<file path="config.mk">
export PLATFORM = sky130hd
export DESIGN_NAME = link_rtt_quality_monitor
export DESIGN_NICKNAME = d
export VERILOG_FILES = /design/src/hdl/lrqm_pkg.sv /design/src/hdl/link_rtt_quality_monitor.sv /design/src/hdl/lrqm_rtt_update.sv /design/src/hdl/lrqm_classify.sv
export SDC_FILE = /design/constraint.sdc
export NUM_CORES = 1
export LEC_CHECK = 0
export ABC_CLOCK_PERIOD_IN_PS = 12400
export BUFFER_PORTS_ARGS = -buffer_cell sky130_fd_sc_hd__buf_2
export CAP_MARGIN = 10
export CORE_ASPECT_RATIO = 1.25
export CORE_UTILIZATION = 50
export CTS_CLUSTER_SIZE = 25
export DETAILED_ROUTE_END_ITERATION = 10
export PLACE_DENSITY = 0.65
export SYNTH_ARGS = -nofsm -noshare
export SYNTH_HDL_FRONTEND = slang
export SYNTH_SLANG_ARGS = --single-unit
</file>
<file path="constraint.sdc">
create_clock -name clk -period 12.4 [get_ports clk]
set_input_delay 2.48 -clock clk [delete_from_list [all_inputs] [get_ports clk]]
set_output_delay 2.48 -clock clk [all_outputs]
set_load 0.01 [all_outputs]
</file>
<file path="src/hdl/lrqm_pkg.sv">
package lrqm_pkg;

  // event codes
  localparam logic [1:0] OP_SENT     = 2'd0;
  localparam logic [1:0] OP_RECEIVED = 2'd1;
  localparam logic [1:0] OP_RESPONSE = 2'd2;
  localparam logic [1:0] OP_EVALUATE = 2'd3;

  // quality levels
  localparam logic [2:0] LVL_UNKNOWN  = 3'd0;
  localparam logic [2:0] LVL_GOOD     = 3'd1;
  localparam logic [2:0] LVL_DEGRADED = 3'd2;
  localparam logic [2:0] LVL_POOR     = 3'd3;
  localparam logic [2:0] LVL_CRITICAL = 3'd4;

  // register indexes
  localparam logic REG_TIMEOUT_LIMIT    = 1'b0;
  localparam logic REG_HEARTBEAT_PERIOD = 1'b1;

  localparam int LIMIT_W  = 20;
  localparam int PERIOD_W = 16;
  localparam int CFG_W    = 20;

  localparam logic [LIMIT_W-1:0]  TIMEOUT_LIMIT_RESET    = 20'd10000;
  localparam logic [PERIOD_W-1:0] HEARTBEAT_PERIOD_RESET = 16'd1000;

  // classification thresholds, ms
  localparam logic [31:0] GOOD_AVG_MAX     = 32'd80;
  localparam logic [31:0] GOOD_JITTER_MAX  = 32'd25;
  localparam logic [31:0] DEGR_AVG_MAX     = 32'd180;
  localparam logic [31:0] DEGR_JITTER_MAX  = 32'd80;
  localparam logic [31:0] POOR_AVG_MAX     = 32'd450;

  typedef struct packed {
    logic [1:0]  operation;
    logic [31:0] time_now_ms;
    logic [31:0] probe_id;
    logic        link_active;
  } event_t;

  typedef struct packed {
    logic [31:0] rtt_value;
    logic [31:0] rtt_average;
    logic [31:0] rtt_variation;
  } stats_t;

endpackage

</file>
<file path="src/hdl/link_rtt_quality_monitor.sv">
// Link RTT quality monitor: tracks one link from heartbeat words. A sent word
// records send time and probe id; received and response words record the last
// receive time. A response whose id matches a nonzero stored id, with a nonzero
// send time not later than now, updates the RTT, the 7/8 smoothed RTT and the
// 3/4 jitter (each seeded directly while zero). An evaluate word grades the
// link (unknown, good, degraded, poor, critical) and flags a timeout. Every
// input word yields exactly one result word. Throughput is one word per clock
// while out_stall is low; a word passes through the input register and then
// the result register, with all state updated in the single combinational
// pass between them. Configuration writes take effect at the next edge.
module link_rtt_quality_monitor (
  input  logic                         clk,
  input  logic                         rst,
  // configuration
  input  logic                         cfg_write,
  input  logic                         cfg_index,
  input  logic [lrqm_pkg::CFG_W-1:0]   cfg_data,
  // input channel
  input  logic                         in_valid,
  output logic                         in_stall,
  input  logic [1:0]                   operation,
  input  logic [31:0]                  time_now_ms,
  input  logic [31:0]                  probe_id,
  input  logic                         link_active,
  // result channel
  output logic                         out_valid,
  input  logic                         out_stall,
  output logic                         response_accepted,
  output logic [2:0]                   quality_level,
  output logic                         timed_out,
  output logic [31:0]                  last_rtt_ms,
  output logic [31:0]                  smoothed_rtt_ms,
  output logic [31:0]                  jitter_ms
);
  import lrqm_pkg::*;

  // configuration registers
  logic [LIMIT_W-1:0]  timeout_limit_ms;
  logic [PERIOD_W-1:0] heartbeat_period_ms;

  // input register
  event_t in_word;
  logic   in_word_valid;

  // link state
  logic [31:0] sent_time;
  logic [31:0] sent_probe;
  logic [31:0] recv_time;
  stats_t      stats;
  logic [2:0]  link_quality;

  logic   in_take;
  logic   advance;
  logic   matched;
  stats_t stats_resp;
  logic [2:0] quality_eval;
  logic   timeout_eval;

  // the word in the input register moves on when the result slot is free
  assign advance  = in_word_valid && (!out_valid || !out_stall);
  assign in_stall = in_word_valid && !advance;
  assign in_take  = in_valid && !in_stall;

  always_ff @(posedge clk) begin
    if (rst) begin
      timeout_limit_ms    <= TIMEOUT_LIMIT_RESET;
      heartbeat_period_ms <= HEARTBEAT_PERIOD_RESET;
    end else if (cfg_write) begin
      unique case (cfg_index)
        REG_TIMEOUT_LIMIT:    timeout_limit_ms    <= cfg_data[LIMIT_W-1:0];
        REG_HEARTBEAT_PERIOD: heartbeat_period_ms <= cfg_data[PERIOD_W-1:0];
        default: ;
      endcase
    end
  end

  always_ff @(posedge clk) begin
    if (rst) begin
      in_word_valid <= 1'b0;
    end else if (in_take) begin
      in_word_valid <= 1'b1;
    end else if (advance) begin
      in_word_valid <= 1'b0;
    end
  end

  always_ff @(posedge clk) begin
    if (in_take) begin
      in_word.operation   <= operation;
      in_word.time_now_ms <= time_now_ms;
      in_word.probe_id    <= probe_id;
      in_word.link_active <= link_active;
    end
  end

  lrqm_rtt_update u_rtt_update (
    .time_now_ms (in_word.time_now_ms),
    .probe_id    (in_word.probe_id),
    .sent_time   (sent_time),
    .sent_probe  (sent_probe),
    .stats       (stats),
    .matched     (matched),
    .stats_next  (stats_resp)
  );

  lrqm_classify u_classify (
    .time_now_ms         (in_word.time_now_ms),
    .link_active         (in_word.link_active),
    .recv_time           (recv_time),
    .rtt_average         (stats.rtt_average),
    .rtt_variation       (stats.rtt_variation),
    .timeout_limit_ms    (timeout_limit_ms),
    .heartbeat_period_ms (heartbeat_period_ms),
    .quality             (quality_eval),
    .timed_out           (timeout_eval)
  );

  // state and result flags change only when a word moves to the result slot,
  // so the stored statistics double as the result payload
  always_ff @(posedge clk) begin
    if (rst) begin
      sent_time    <= 32'd0;
      sent_probe   <= 32'd0;
      recv_time    <= 32'd0;
      stats        <= '0;
      link_quality <= LVL_UNKNOWN;
    end else if (advance) begin
      unique case (in_word.operation)
        OP_SENT: begin
          sent_time  <= in_word.time_now_ms;
          sent_probe <= in_word.probe_id;
        end
        OP_RECEIVED: begin
          recv_time <= in_word.time_now_ms;
        end
        OP_RESPONSE: begin
          recv_time <= in_word.time_now_ms;
          stats     <= stats_resp;
        end
        OP_EVALUATE: begin
          link_quality <= quality_eval;
        end
        default: ;
      endcase
    end
  end

  always_ff @(posedge clk) begin
    if (rst) begin
      out_valid <= 1'b0;
    end else if (advance) begin
      out_valid <= 1'b1;
    end else if (!out_stall) begin
      out_valid <= 1'b0;
    end
  end

  always_ff @(posedge clk) begin
    if (advance) begin
      response_accepted <= (in_word.operation == OP_RESPONSE) && matched;
      timed_out         <= (in_word.operation == OP_EVALUATE) && timeout_eval;
    end
  end

  assign quality_level   = link_quality;
  assign last_rtt_ms     = stats.rtt_value;
  assign smoothed_rtt_ms = stats.rtt_average;
  assign jitter_ms       = stats.rtt_variation;

endmodule

</file>
<file path="src/hdl/lrqm_rtt_update.sv">
module lrqm_rtt_update (
  input  logic [31:0]     time_now_ms,
  input  logic [31:0]     probe_id,
  input  logic [31:0]     sent_time,
  input  logic [31:0]     sent_probe,
  input  lrqm_pkg::stats_t stats,
  output logic            matched,
  output lrqm_pkg::stats_t stats_next
);
  import lrqm_pkg::*;

  logic [31:0] rtt;
  logic [31:0] sample;
  logic [34:0] avg_sum;
  logic [33:0] jit_sum;
  logic [31:0] avg_new;
  logic [31:0] jit_new;

  assign matched = (sent_probe != 32'd0) && (probe_id == sent_probe) &&
                   (sent_time != 32'd0) && (time_now_ms >= sent_time);

  assign rtt    = time_now_ms - sent_time;
  assign sample = (rtt > stats.rtt_value) ? (rtt - stats.rtt_value)
                                          : (stats.rtt_value - rtt);

  // 7*avg + rtt and 3*jitter + sample, kept wide
  assign avg_sum = {stats.rtt_average, 3'b000} - {3'b000, stats.rtt_average}
                   + {3'b000, rtt};
  assign jit_sum = {1'b0, stats.rtt_variation, 1'b0} + {2'b00, stats.rtt_variation}
                   + {2'b00, sample};

  assign avg_new = (stats.rtt_average == 32'd0) ? rtt : avg_sum[34:3];
  assign jit_new = (stats.rtt_variation == 32'd0) ? sample : jit_sum[33:2];

  always_comb begin
    stats_next = stats;
    if (matched) begin
      stats_next.rtt_value     = rtt;
      stats_next.rtt_average   = avg_new;
      stats_next.rtt_variation = jit_new;
    end
  end

endmodule

</file>
<file path="src/hdl/lrqm_classify.sv">
module lrqm_classify (
  input  logic [31:0]                   time_now_ms,
  input  logic                          link_active,
  input  logic [31:0]                   recv_time,
  input  logic [31:0]                   rtt_average,
  input  logic [31:0]                   rtt_variation,
  input  logic [lrqm_pkg::LIMIT_W-1:0]  timeout_limit_ms,
  input  logic [lrqm_pkg::PERIOD_W-1:0] heartbeat_period_ms,
  output logic [2:0]                    quality,
  output logic                          timed_out
);
  import lrqm_pkg::*;

  logic        have_recv;
  logic [31:0] raw_gap;
  logic [31:0] gap;
  logic [31:0] limit;
  logic [PERIOD_W+1:0] per2;
  logic [PERIOD_W+1:0] per3;

  assign have_recv = (recv_time != 32'd0);
  assign raw_gap   = time_now_ms - recv_time;
  // no wrap for the quality gap
  assign gap       = (have_recv && (time_now_ms >= recv_time)) ? raw_gap : 32'd0;
  assign limit     = {{(32-LIMIT_W){1'b0}}, timeout_limit_ms};
  assign per2      = {1'b0, heartbeat_period_ms, 1'b0};
  assign per3      = per2 + {2'b00, heartbeat_period_ms};

  always_comb begin
    if (gap > limit) begin
      quality = LVL_CRITICAL;
    end else if (rtt_average == 32'd0) begin
      quality = LVL_UNKNOWN;
    end else if ((rtt_average < GOOD_AVG_MAX) && (rtt_variation < GOOD_JITTER_MAX) &&
                 (gap <= {{(32-PERIOD_W-2){1'b0}}, per2})) begin
      quality = LVL_GOOD;
    end else if ((rtt_average < DEGR_AVG_MAX) && (rtt_variation < DEGR_JITTER_MAX) &&
                 (gap <= {{(32-PERIOD_W-2){1'b0}}, per3})) begin
      quality = LVL_DEGRADED;
    end else if (rtt_average < POOR_AVG_MAX) begin
      quality = LVL_POOR;
    end else begin
      quality = LVL_CRITICAL;
    end
  end

  // timeout gap wraps
  assign timed_out = link_active && have_recv && (raw_gap > limit);

endmodule
</file>
-- Word-level counts from Yosys, hierarchy flattened
Index checks and enable logic that the tools add are counted.
- flip-flop bits (word level): 302
- bits of input ports: 93
- output and inout bits: 103
- logic and storage cells: 91
- $add $sub $neg: 9
- $lt $le $gt $ge: 12
- equality and inequality tests: 5
- muxes and demuxes: 13
- bitwise operators: 1
- reductions and logical operators: 34
- operator list (cell ; number):
    2-to-1 mux 32 bit ; 4
    subtractor 32 bit ; 4
    nonzero test 32 bit ; 3
    >= comparator 32 bit ; 2
    > comparator 32 x 20 -> 1 bit ; 2
    zero test 32 bit ; 2
    less-than comparator 32 x 7 -> 1 bit, second input constant ; 2
    adder 35 x 32 -> 35 bit ; 1
    subtractor 35 x 32 -> 35 bit ; 1
    adder 33 x 32 -> 34 bit ; 1
    adder 34 x 32 -> 34 bit ; 1
    == test 32 bit ; 1
    > comparator 32 bit ; 1
    less-or-equal comparator 32 x 17 -> 1 bit ; 1
    less-or-equal comparator 32 x 18 -> 1 bit ; 1
    less-than comparator 32 x 5 -> 1 bit, second input constant ; 1
    less-than comparator 32 x 8 -> 1 bit, second input constant ; 1
    less-than comparator 32 x 9 -> 1 bit, second input constant ; 1
    adder 17 x 16 -> 18 bit ; 1
    logical AND 1 bit ; 15
    2-to-1 mux 3 bit ; 5
    AND reduction 2 bit ; 5
    == test 2 bit, second input constant ; 2
    zero test 1 bit ; 4
    other kinds (9) ; 12

-- Depth between registers and ports, before layout
- depth in word-level cells: 9
- mapped depth: 38
- depth with buffers taken out: 35

-- Hierarchy
From an unflattened synthesis, not the netlist that was laid out.
- cells, all modules: 3548
- area total of the unflattened synthesis: 29422.0 um^2
- modules (own cells, without submodules) (module ; times used ; cells an instance ; area an instance (um^2) ; seq. area each (um^2)):
    lrqm_rtt_update ; 1 ; 1823 ; 12700.9 ; 0.0
    link_rtt_quality_monitor ; 1 ; 1059 ; 11903.9 ; 6736.5
    lrqm_classify ; 1 ; 666 ; 4817.1 ; 0.0

-- Least setup slack after synthesis
Ideal clock, no wire load.
- path kind: register -> register
- from: register in_word[34] (netlist name)
- to: register jitter_ms[29] (netlist name)
- library setup time: 127 ps
- arrival time: 7831 ps
- required time: 12273 ps
- setup slack: 4442 ps
- stages on the path, launching flop included: 35
- buffers on the path: 4
- clock period less this slack: 7958 ps
- path through: edfxtp_1 ha_1 nor2b_1 o31a_1 o311a_1 o21ai_0 nor2b_1 a21o_1 a21o_1 a21o_1 xor2_1 ha_1 buf_2 nand2_1 nor2_1 nand4_1 or4_1 o21ai_2 buf_6 buf_8 buf_6 mux2i_1 xor2_1 fa_1 fa_1 a211oi_1 o211ai_1 a21o_1 o31ai_1 o41ai_1 a211o_1 a21o_1 a31oi_1 o2111ai_1 nor3b_1
- word-level cells in the longest chain between the ends: 5
- elaborated cells on any way between the ends: 10
- classes of those cells: add/sub (4); order compare (2); mux (2); reduce/logical (2)
- ends and longest elaborated chain (element ; line ; RTL):
    subtractor 32 bit (*) ; lrqm_rtt_update.sv:22 ; assign rtt = time_now_ms - sent_time;
    via u_rtt_update.rtt[17] ; lrqm_rtt_update.sv:12 ; logic [31:0] rtt;
    subtractor 32 bit (tied with other cells) ; lrqm_rtt_update.sv:24 ; : (stats.rtt_value - rtt);
    2-to-1 mux 32 bit (*) ; lrqm_rtt_update.sv:23 ; assign sample = (rtt > stats.rtt_value) ? (rtt - stats.rtt_value)
    adder 34 x 32 -> 34 bit ; lrqm_rtt_update.sv:30 ; + {2'b00, sample};
    2-to-1 mux 32 bit (*) ; lrqm_rtt_update.sv:33 ; assign jit_new = (stats.rtt_variation == 32'd0) ? sample : jit_sum[33:2];
The timed path passes the listed nets; every way through them passes the cells marked *.
A chain may end at the register's enable or synchronous reset.

-- Worst setup path in the final report
- from: register in_word[34] (netlist name)
- to: register jitter_ms[29] (netlist name)
- word-level cells in the longest chain between the ends: 5
- elaborated cells on any way between the ends: 10
- classes of those cells: add/sub (4); order compare (2); mux (2); reduce/logical (2)
- ends and longest elaborated chain (element ; line):
    subtractor 32 bit (*) ; lrqm_rtt_update.sv:22
    via u_rtt_update.rtt[17] ; lrqm_rtt_update.sv:12
    subtractor 32 bit (tied with other cells) ; lrqm_rtt_update.sv:24
    2-to-1 mux 32 bit (*) ; lrqm_rtt_update.sv:23
    adder 34 x 32 -> 34 bit ; lrqm_rtt_update.sv:30
    2-to-1 mux 32 bit (*) ; lrqm_rtt_update.sv:33
Marked as above.

==> impl_results.md <==
- Drt wl/cell: slightly below 20 um
- Critical path endpoint category: flop
- Async S/R FF share, synth: 0%
- Violations in the final reports: design-rule violations
- Remaining number of nets flagged by the antenna check after routing: 0
- Core region area: 51700 sq um
- Worst slew slack as a fraction of its limit: 19.1%
- Clock buffers created by TritonCTS: 35
- Fmax achieved: 101 MHz
- Avg Vias per Cell: 5.86
- Diode insertion count for antenna repair: 0
- Endpoint, Worst Hold: quality_level[1]
- Top cell type by total area after synthesis: sky130_fd_sc_hd__dfxtp_1
- Bufs and invs on worst path: 1
- Dominant cells by area after synthesis: sky130_fd_sc_hd__dfxtp_1, sky130_fd_sc_hd__ha_1, sky130_fd_sc_hd__edfxtp_1, sky130_fd_sc_hd__a21oi_1, sky130_fd_sc_hd__nand2_1
- Resized cells post-CTS: 0
- Maxcap violations: 0
- Critical setup path kind: flop to flop
- Initial DRC count: approximately 1.6k
- Warnings from Yosys: 0
- Distinct cell type count after synthesis: 88
- Critical Path RT: 12.79 ns
- Number of global-route vias before repair: 23.2k
- Unrepaired setup endpoints after global routing: false
- Depth of the most critical reg-to-reg path: 31
- Gate count of the mapped netlist: 3255
- Number of buffer cells added on primary ports: 195
- Worst R2R Start: in_word[34]
- Cell repeated most along the worst path: sky130_fd_sc_hd__a21o_1
- TNS Setup: 0 ns
- Nets in the synthesized netlist: about 3.7k
- Clock tree from TritonCTS: built
- Final design area excluding fillers: 28900 sq um
- Number of rows in the core area: 93
- Fraction of layout instances using a drive strength above 1: under 10%
- Count of final setup violators: 0
- Residual DRC: 7
- Vias post-DR: 23.9k
- Sequential share of power: 29.8%
- Worst Max-Slew Pin Slew: around 1.2 ns
- Congestion Overflow GR: 0
- Final Critical Period: 9.85 ns
- Cell Pwr Density: 124 nW/um^2
- Slowest cell on the critical path: sky130_fd_sc_hd__o21ai_4
- Placement Setup Slack: 2.73 ns
- Smallest setup slack after layout: 2.55 ns
- Sort of element at the start of the critical path: flop
- Hold_sp: quality_level[1]
- Global Route Usage Sum: 29.0%
- Flip-flop and latch count after synthesis: 302
- Clock network latency to the later pin of the worst-skew pair: 0.56 ns
- Part of the total power dissipated in the clock network: 30.4%
- Sw Share: between 30 and 40%
- DIE HEIGHT: between 200 and 300 um
- Wire length of the first global-routing pass: ~120 mm
- Share of the synthesized area in the top cell type: 17.8%
- Worst Skew: 0.0298 ns
- Post-CTS Hold Fix Bufs: 0
- Largest net degree at the start of global routing: just over 90
- Width of the chip: between 200 and 250 um
- Total wirelength of the detailed-routed design: 78.3 mm
- Power Internal: 2240 uW
- H-tree levels: 2
- Routability-driven placement congestion ratio: just over 0.9
- Avg Inst Size Synth: between 8 and 9 sq um
- Buffer depth of the longest clock path: 3
- Worst Path Arrival: 10.25 ns
- Max-slew violation total from the final report: 0
- Area growth from synthesis to layout: 10.2%
- Fin Hold WS: about 0.44 ns
- Clock-pin slew on the worst setup and hold paths: 0.06 ns
- R2R Setup Slk: between 2 and 3 ns
- R2r endpoint: jitter_ms[29]
- Worst hold path stage count: 2
- EDFF count, synth: between 60 and 70
- Initial antenna violation count: 0
- DR pass1 iterations: 8
- Clock sinks: 302
- Crit Path Max Fanout: 28
- Top Family by Delay on Critical Path: compound AO/OA/AOI/OAI gates
- Status: finished with violations
- Max VDD drop: 0.128 mV
- Hold Fails Final Rpt: 0
- Logic gate share of total power: 39.8%
- Initial Utilization: 50.7%
- Post-CTS Setup Repair Bufs: 0
- Ratio of final minimum period to clock period: between 70% and 80%
- Prevailing post-synth register cell: sky130_fd_sc_hd__dfxtp_1
- Longest individual stage delay on the worst path: between 0.5 and 0.6 ns
- Mapped Area: 26200 sq um
- Total placed instance area: around 28000 sq um
- Buffer cell driving the clock tree root: sky130_fd_sc_hd__clkbuf_16
- Nets: 3857
- Leakage: about 0.012 uW
- Top-level port count: 196
- Share of synthesized area occupied by flip-flops and latches: 25.7%
- Net switching power: 1340 uW
- Detailed placement HPWL: 62.5 mm
- Die Footprint: 53300 sq um
- Class of the tightest hold or removal check: flop to flop
how the worst max path moves through the flow:
stage | from | end | slack, ns | cells after the start
after floorplan | in_word[34] | jitter_ms[29] | 4.44 | 34
after global placement | in_word[34] | jitter_ms[29] | 2.98 | 31
after detailed placement | in_word[34] | jitter_ms[29] | 2.73 | 31
after CTS | in_word[34] | jitter_ms[29] | 2.66 | 31
after global routing | in_word[34] | jitter_ms[29] | 2.04 | 31
final | in_word[34] | jitter_ms[29] | 2.55 | 31
worst reg2reg max path, delay by kind of cell, from the launching register on:
kind	cells	cell delay, ns
buffers and inverters	1	0.48
AO/OA/AOI/OAI	20	5.36
multiplexers	1	0.28
flip-flops	1	0.51
XOR/XNOR	2	0.76
adder cells (fa/ha/maj)	4	1.82
AND/OR/NAND/NOR	3	0.47
through the flow:
stage | total power (uW) | utilization, % | instances
floorplan | 2140 | - | 3255
global placement | 2460 | 53.6 | 4013
detailed placement | 2490 | 53.6 | 4013
CTS | 3590 | 55.9 | 4077
global route | 3800 | 55.9 | 4077
finish | 3580 | 55.9 | 4077
kinds of logic after synthesis:
logic type / Yosys count / synth area share [%]
AO/OA/AOI/OAI: 924 / 22.6
XOR/XNOR: 172 / 5.75
adder cells (fa/ha/maj): 379 / 20.0
buffers and inverters: 423 / 6.34
flip-flops: 302 / 25.7
multiplexers: 52 / 2.00
AND/OR/NAND/NOR: 1003 / 17.6
layout make-up:
| class | count | area [sq um] |
|---|---|---|
| fillers | 4914 | 22800 |
| multi-input cells | 2530 | 17800 |
| flip-flops and latches | 302 | 6740 |
| repair buffers | 223 | 1190 |
| inverters | 293 | 1100 |
| clock buffers | 45 | 965 |
| well taps | 665 | 832 |
| clock inverters | 19 | 220 |
power groups by stage:
stage	sequential (uW)	combinational, uW	clock (uW)
after floorplan	1080	1060	0
after global placement	1090	1380	0
after detailed placement	1090	1400	0
after CTS	1070	1410	1110
after global routing	1070	1580	1140
final	1070	1420	1090
cells in the final DEF (no fill, tap or decap), types with 17 or more instances in the layout:
cell type | netlist | layout
sky130_fd_sc_hd__fa_1 | 66 | 66
sky130_fd_sc_hd__nand2b_1 | 23 | 23
sky130_fd_sc_hd__a211oi_1 | 60 | 60
sky130_fd_sc_hd__ha_1 | 313 | 313
sky130_fd_sc_hd__o21ai_0 | 118 | 118
sky130_fd_sc_hd__buf_2 | 20 | 194
sky130_fd_sc_hd__xnor2_1 | 112 | 112
sky130_fd_sc_hd__inv_1 | 293 | 293
sky130_fd_sc_hd__a311oi_1 | 19 | 19
sky130_fd_sc_hd__nand4_1 | 58 | 58
sky130_fd_sc_hd__and3_1 | 26 | 26
sky130_fd_sc_hd__a21oi_1 | 363 | 363
sky130_fd_sc_hd__and2_1 | 27 | 26
sky130_fd_sc_hd__buf_4 | 6 | 28
sky130_fd_sc_hd__a21o_1 | 105 | 105
sky130_fd_sc_hd__edfxtp_1 | 69 | 69
sky130_fd_sc_hd__a31oi_1 | 17 | 17
sky130_fd_sc_hd__nor2_1 | 236 | 236
sky130_fd_sc_hd__o21bai_1 | 40 | 40
sky130_fd_sc_hd__xor2_1 | 60 | 60
sky130_fd_sc_hd__mux2i_1 | 49 | 49
sky130_fd_sc_hd__nor3_1 | 48 | 48
sky130_fd_sc_hd__nor2b_1 | 33 | 32
sky130_fd_sc_hd__o21a_1 | 43 | 43
sky130_fd_sc_hd__nor4_1 | 42 | 41
sky130_fd_sc_hd__o211ai_1 | 24 | 24
sky130_fd_sc_hd__dfxtp_1 | 233 | 233
sky130_fd_sc_hd__nand2_1 | 415 | 414
sky130_fd_sc_hd__nand3_1 | 37 | 37
sky130_fd_sc_hd__clkbuf_16 | 0 | 36
state kept, by name (all words and copies together), names as in the netlist:
signal / cells
heartbeat_period_ms: 16
in_word: 67
in_word_valid: 1
jitter_ms: 32
last_rtt_ms: 32
out_valid: 1
quality_level: 3
recv_time: 32
response_accepted: 1
sent_probe: 32
sent_time: 32
smoothed_rtt_ms: 32
timed_out: 1
timeout_limit_ms: 20
synthesized netlist by cell type, types with 7 or more instances:
library cell,instances
sky130_fd_sc_hd__nor4_1,42
sky130_fd_sc_hd__fa_1,66
sky130_fd_sc_hd__a31oi_1,17
sky130_fd_sc_hd__and2_1,27
sky130_fd_sc_hd__and3_1,26
sky130_fd_sc_hd__xnor2_1,112
sky130_fd_sc_hd__inv_1,293
sky130_fd_sc_hd__o21bai_1,40
sky130_fd_sc_hd__dfxtp_1,233
sky130_fd_sc_hd__or3_1,9
sky130_fd_sc_hd__o221ai_1,7
sky130_fd_sc_hd__nand3_1,37
sky130_fd_sc_hd__clkbuf_1,96
sky130_fd_sc_hd__o211ai_1,24
sky130_fd_sc_hd__xor2_1,60
sky130_fd_sc_hd__o21a_1,43
sky130_fd_sc_hd__a311oi_1,19
sky130_fd_sc_hd__and4_1,7
sky130_fd_sc_hd__edfxtp_1,69
sky130_fd_sc_hd__nor2_1,236
sky130_fd_sc_hd__nand2_1,415
sky130_fd_sc_hd__buf_2,20
sky130_fd_sc_hd__mux2i_1,49
sky130_fd_sc_hd__or2_2,7
sky130_fd_sc_hd__nand4_1,58
sky130_fd_sc_hd__nor2b_1,33
sky130_fd_sc_hd__a21o_1,105
sky130_fd_sc_hd__a211o_1,10
sky130_fd_sc_hd__a21oi_1,363
sky130_fd_sc_hd__nand2b_1,23
sky130_fd_sc_hd__o2111ai_1,8
sky130_fd_sc_hd__nor3_1,48
sky130_fd_sc_hd__a211oi_1,60
sky130_fd_sc_hd__o31ai_1,15
sky130_fd_sc_hd__nand3b_1,13
sky130_fd_sc_hd__o21ai_0,118
sky130_fd_sc_hd__ha_1,313
layer usage:
layer  GRT usage [%]  part of all wire (%)
met3            3.65                   4.7
met2            49.6                    49
met5               0                     0
met1            37.1                    43
met4            10.2                   3.3
Power figures use the tool's default switching activity.
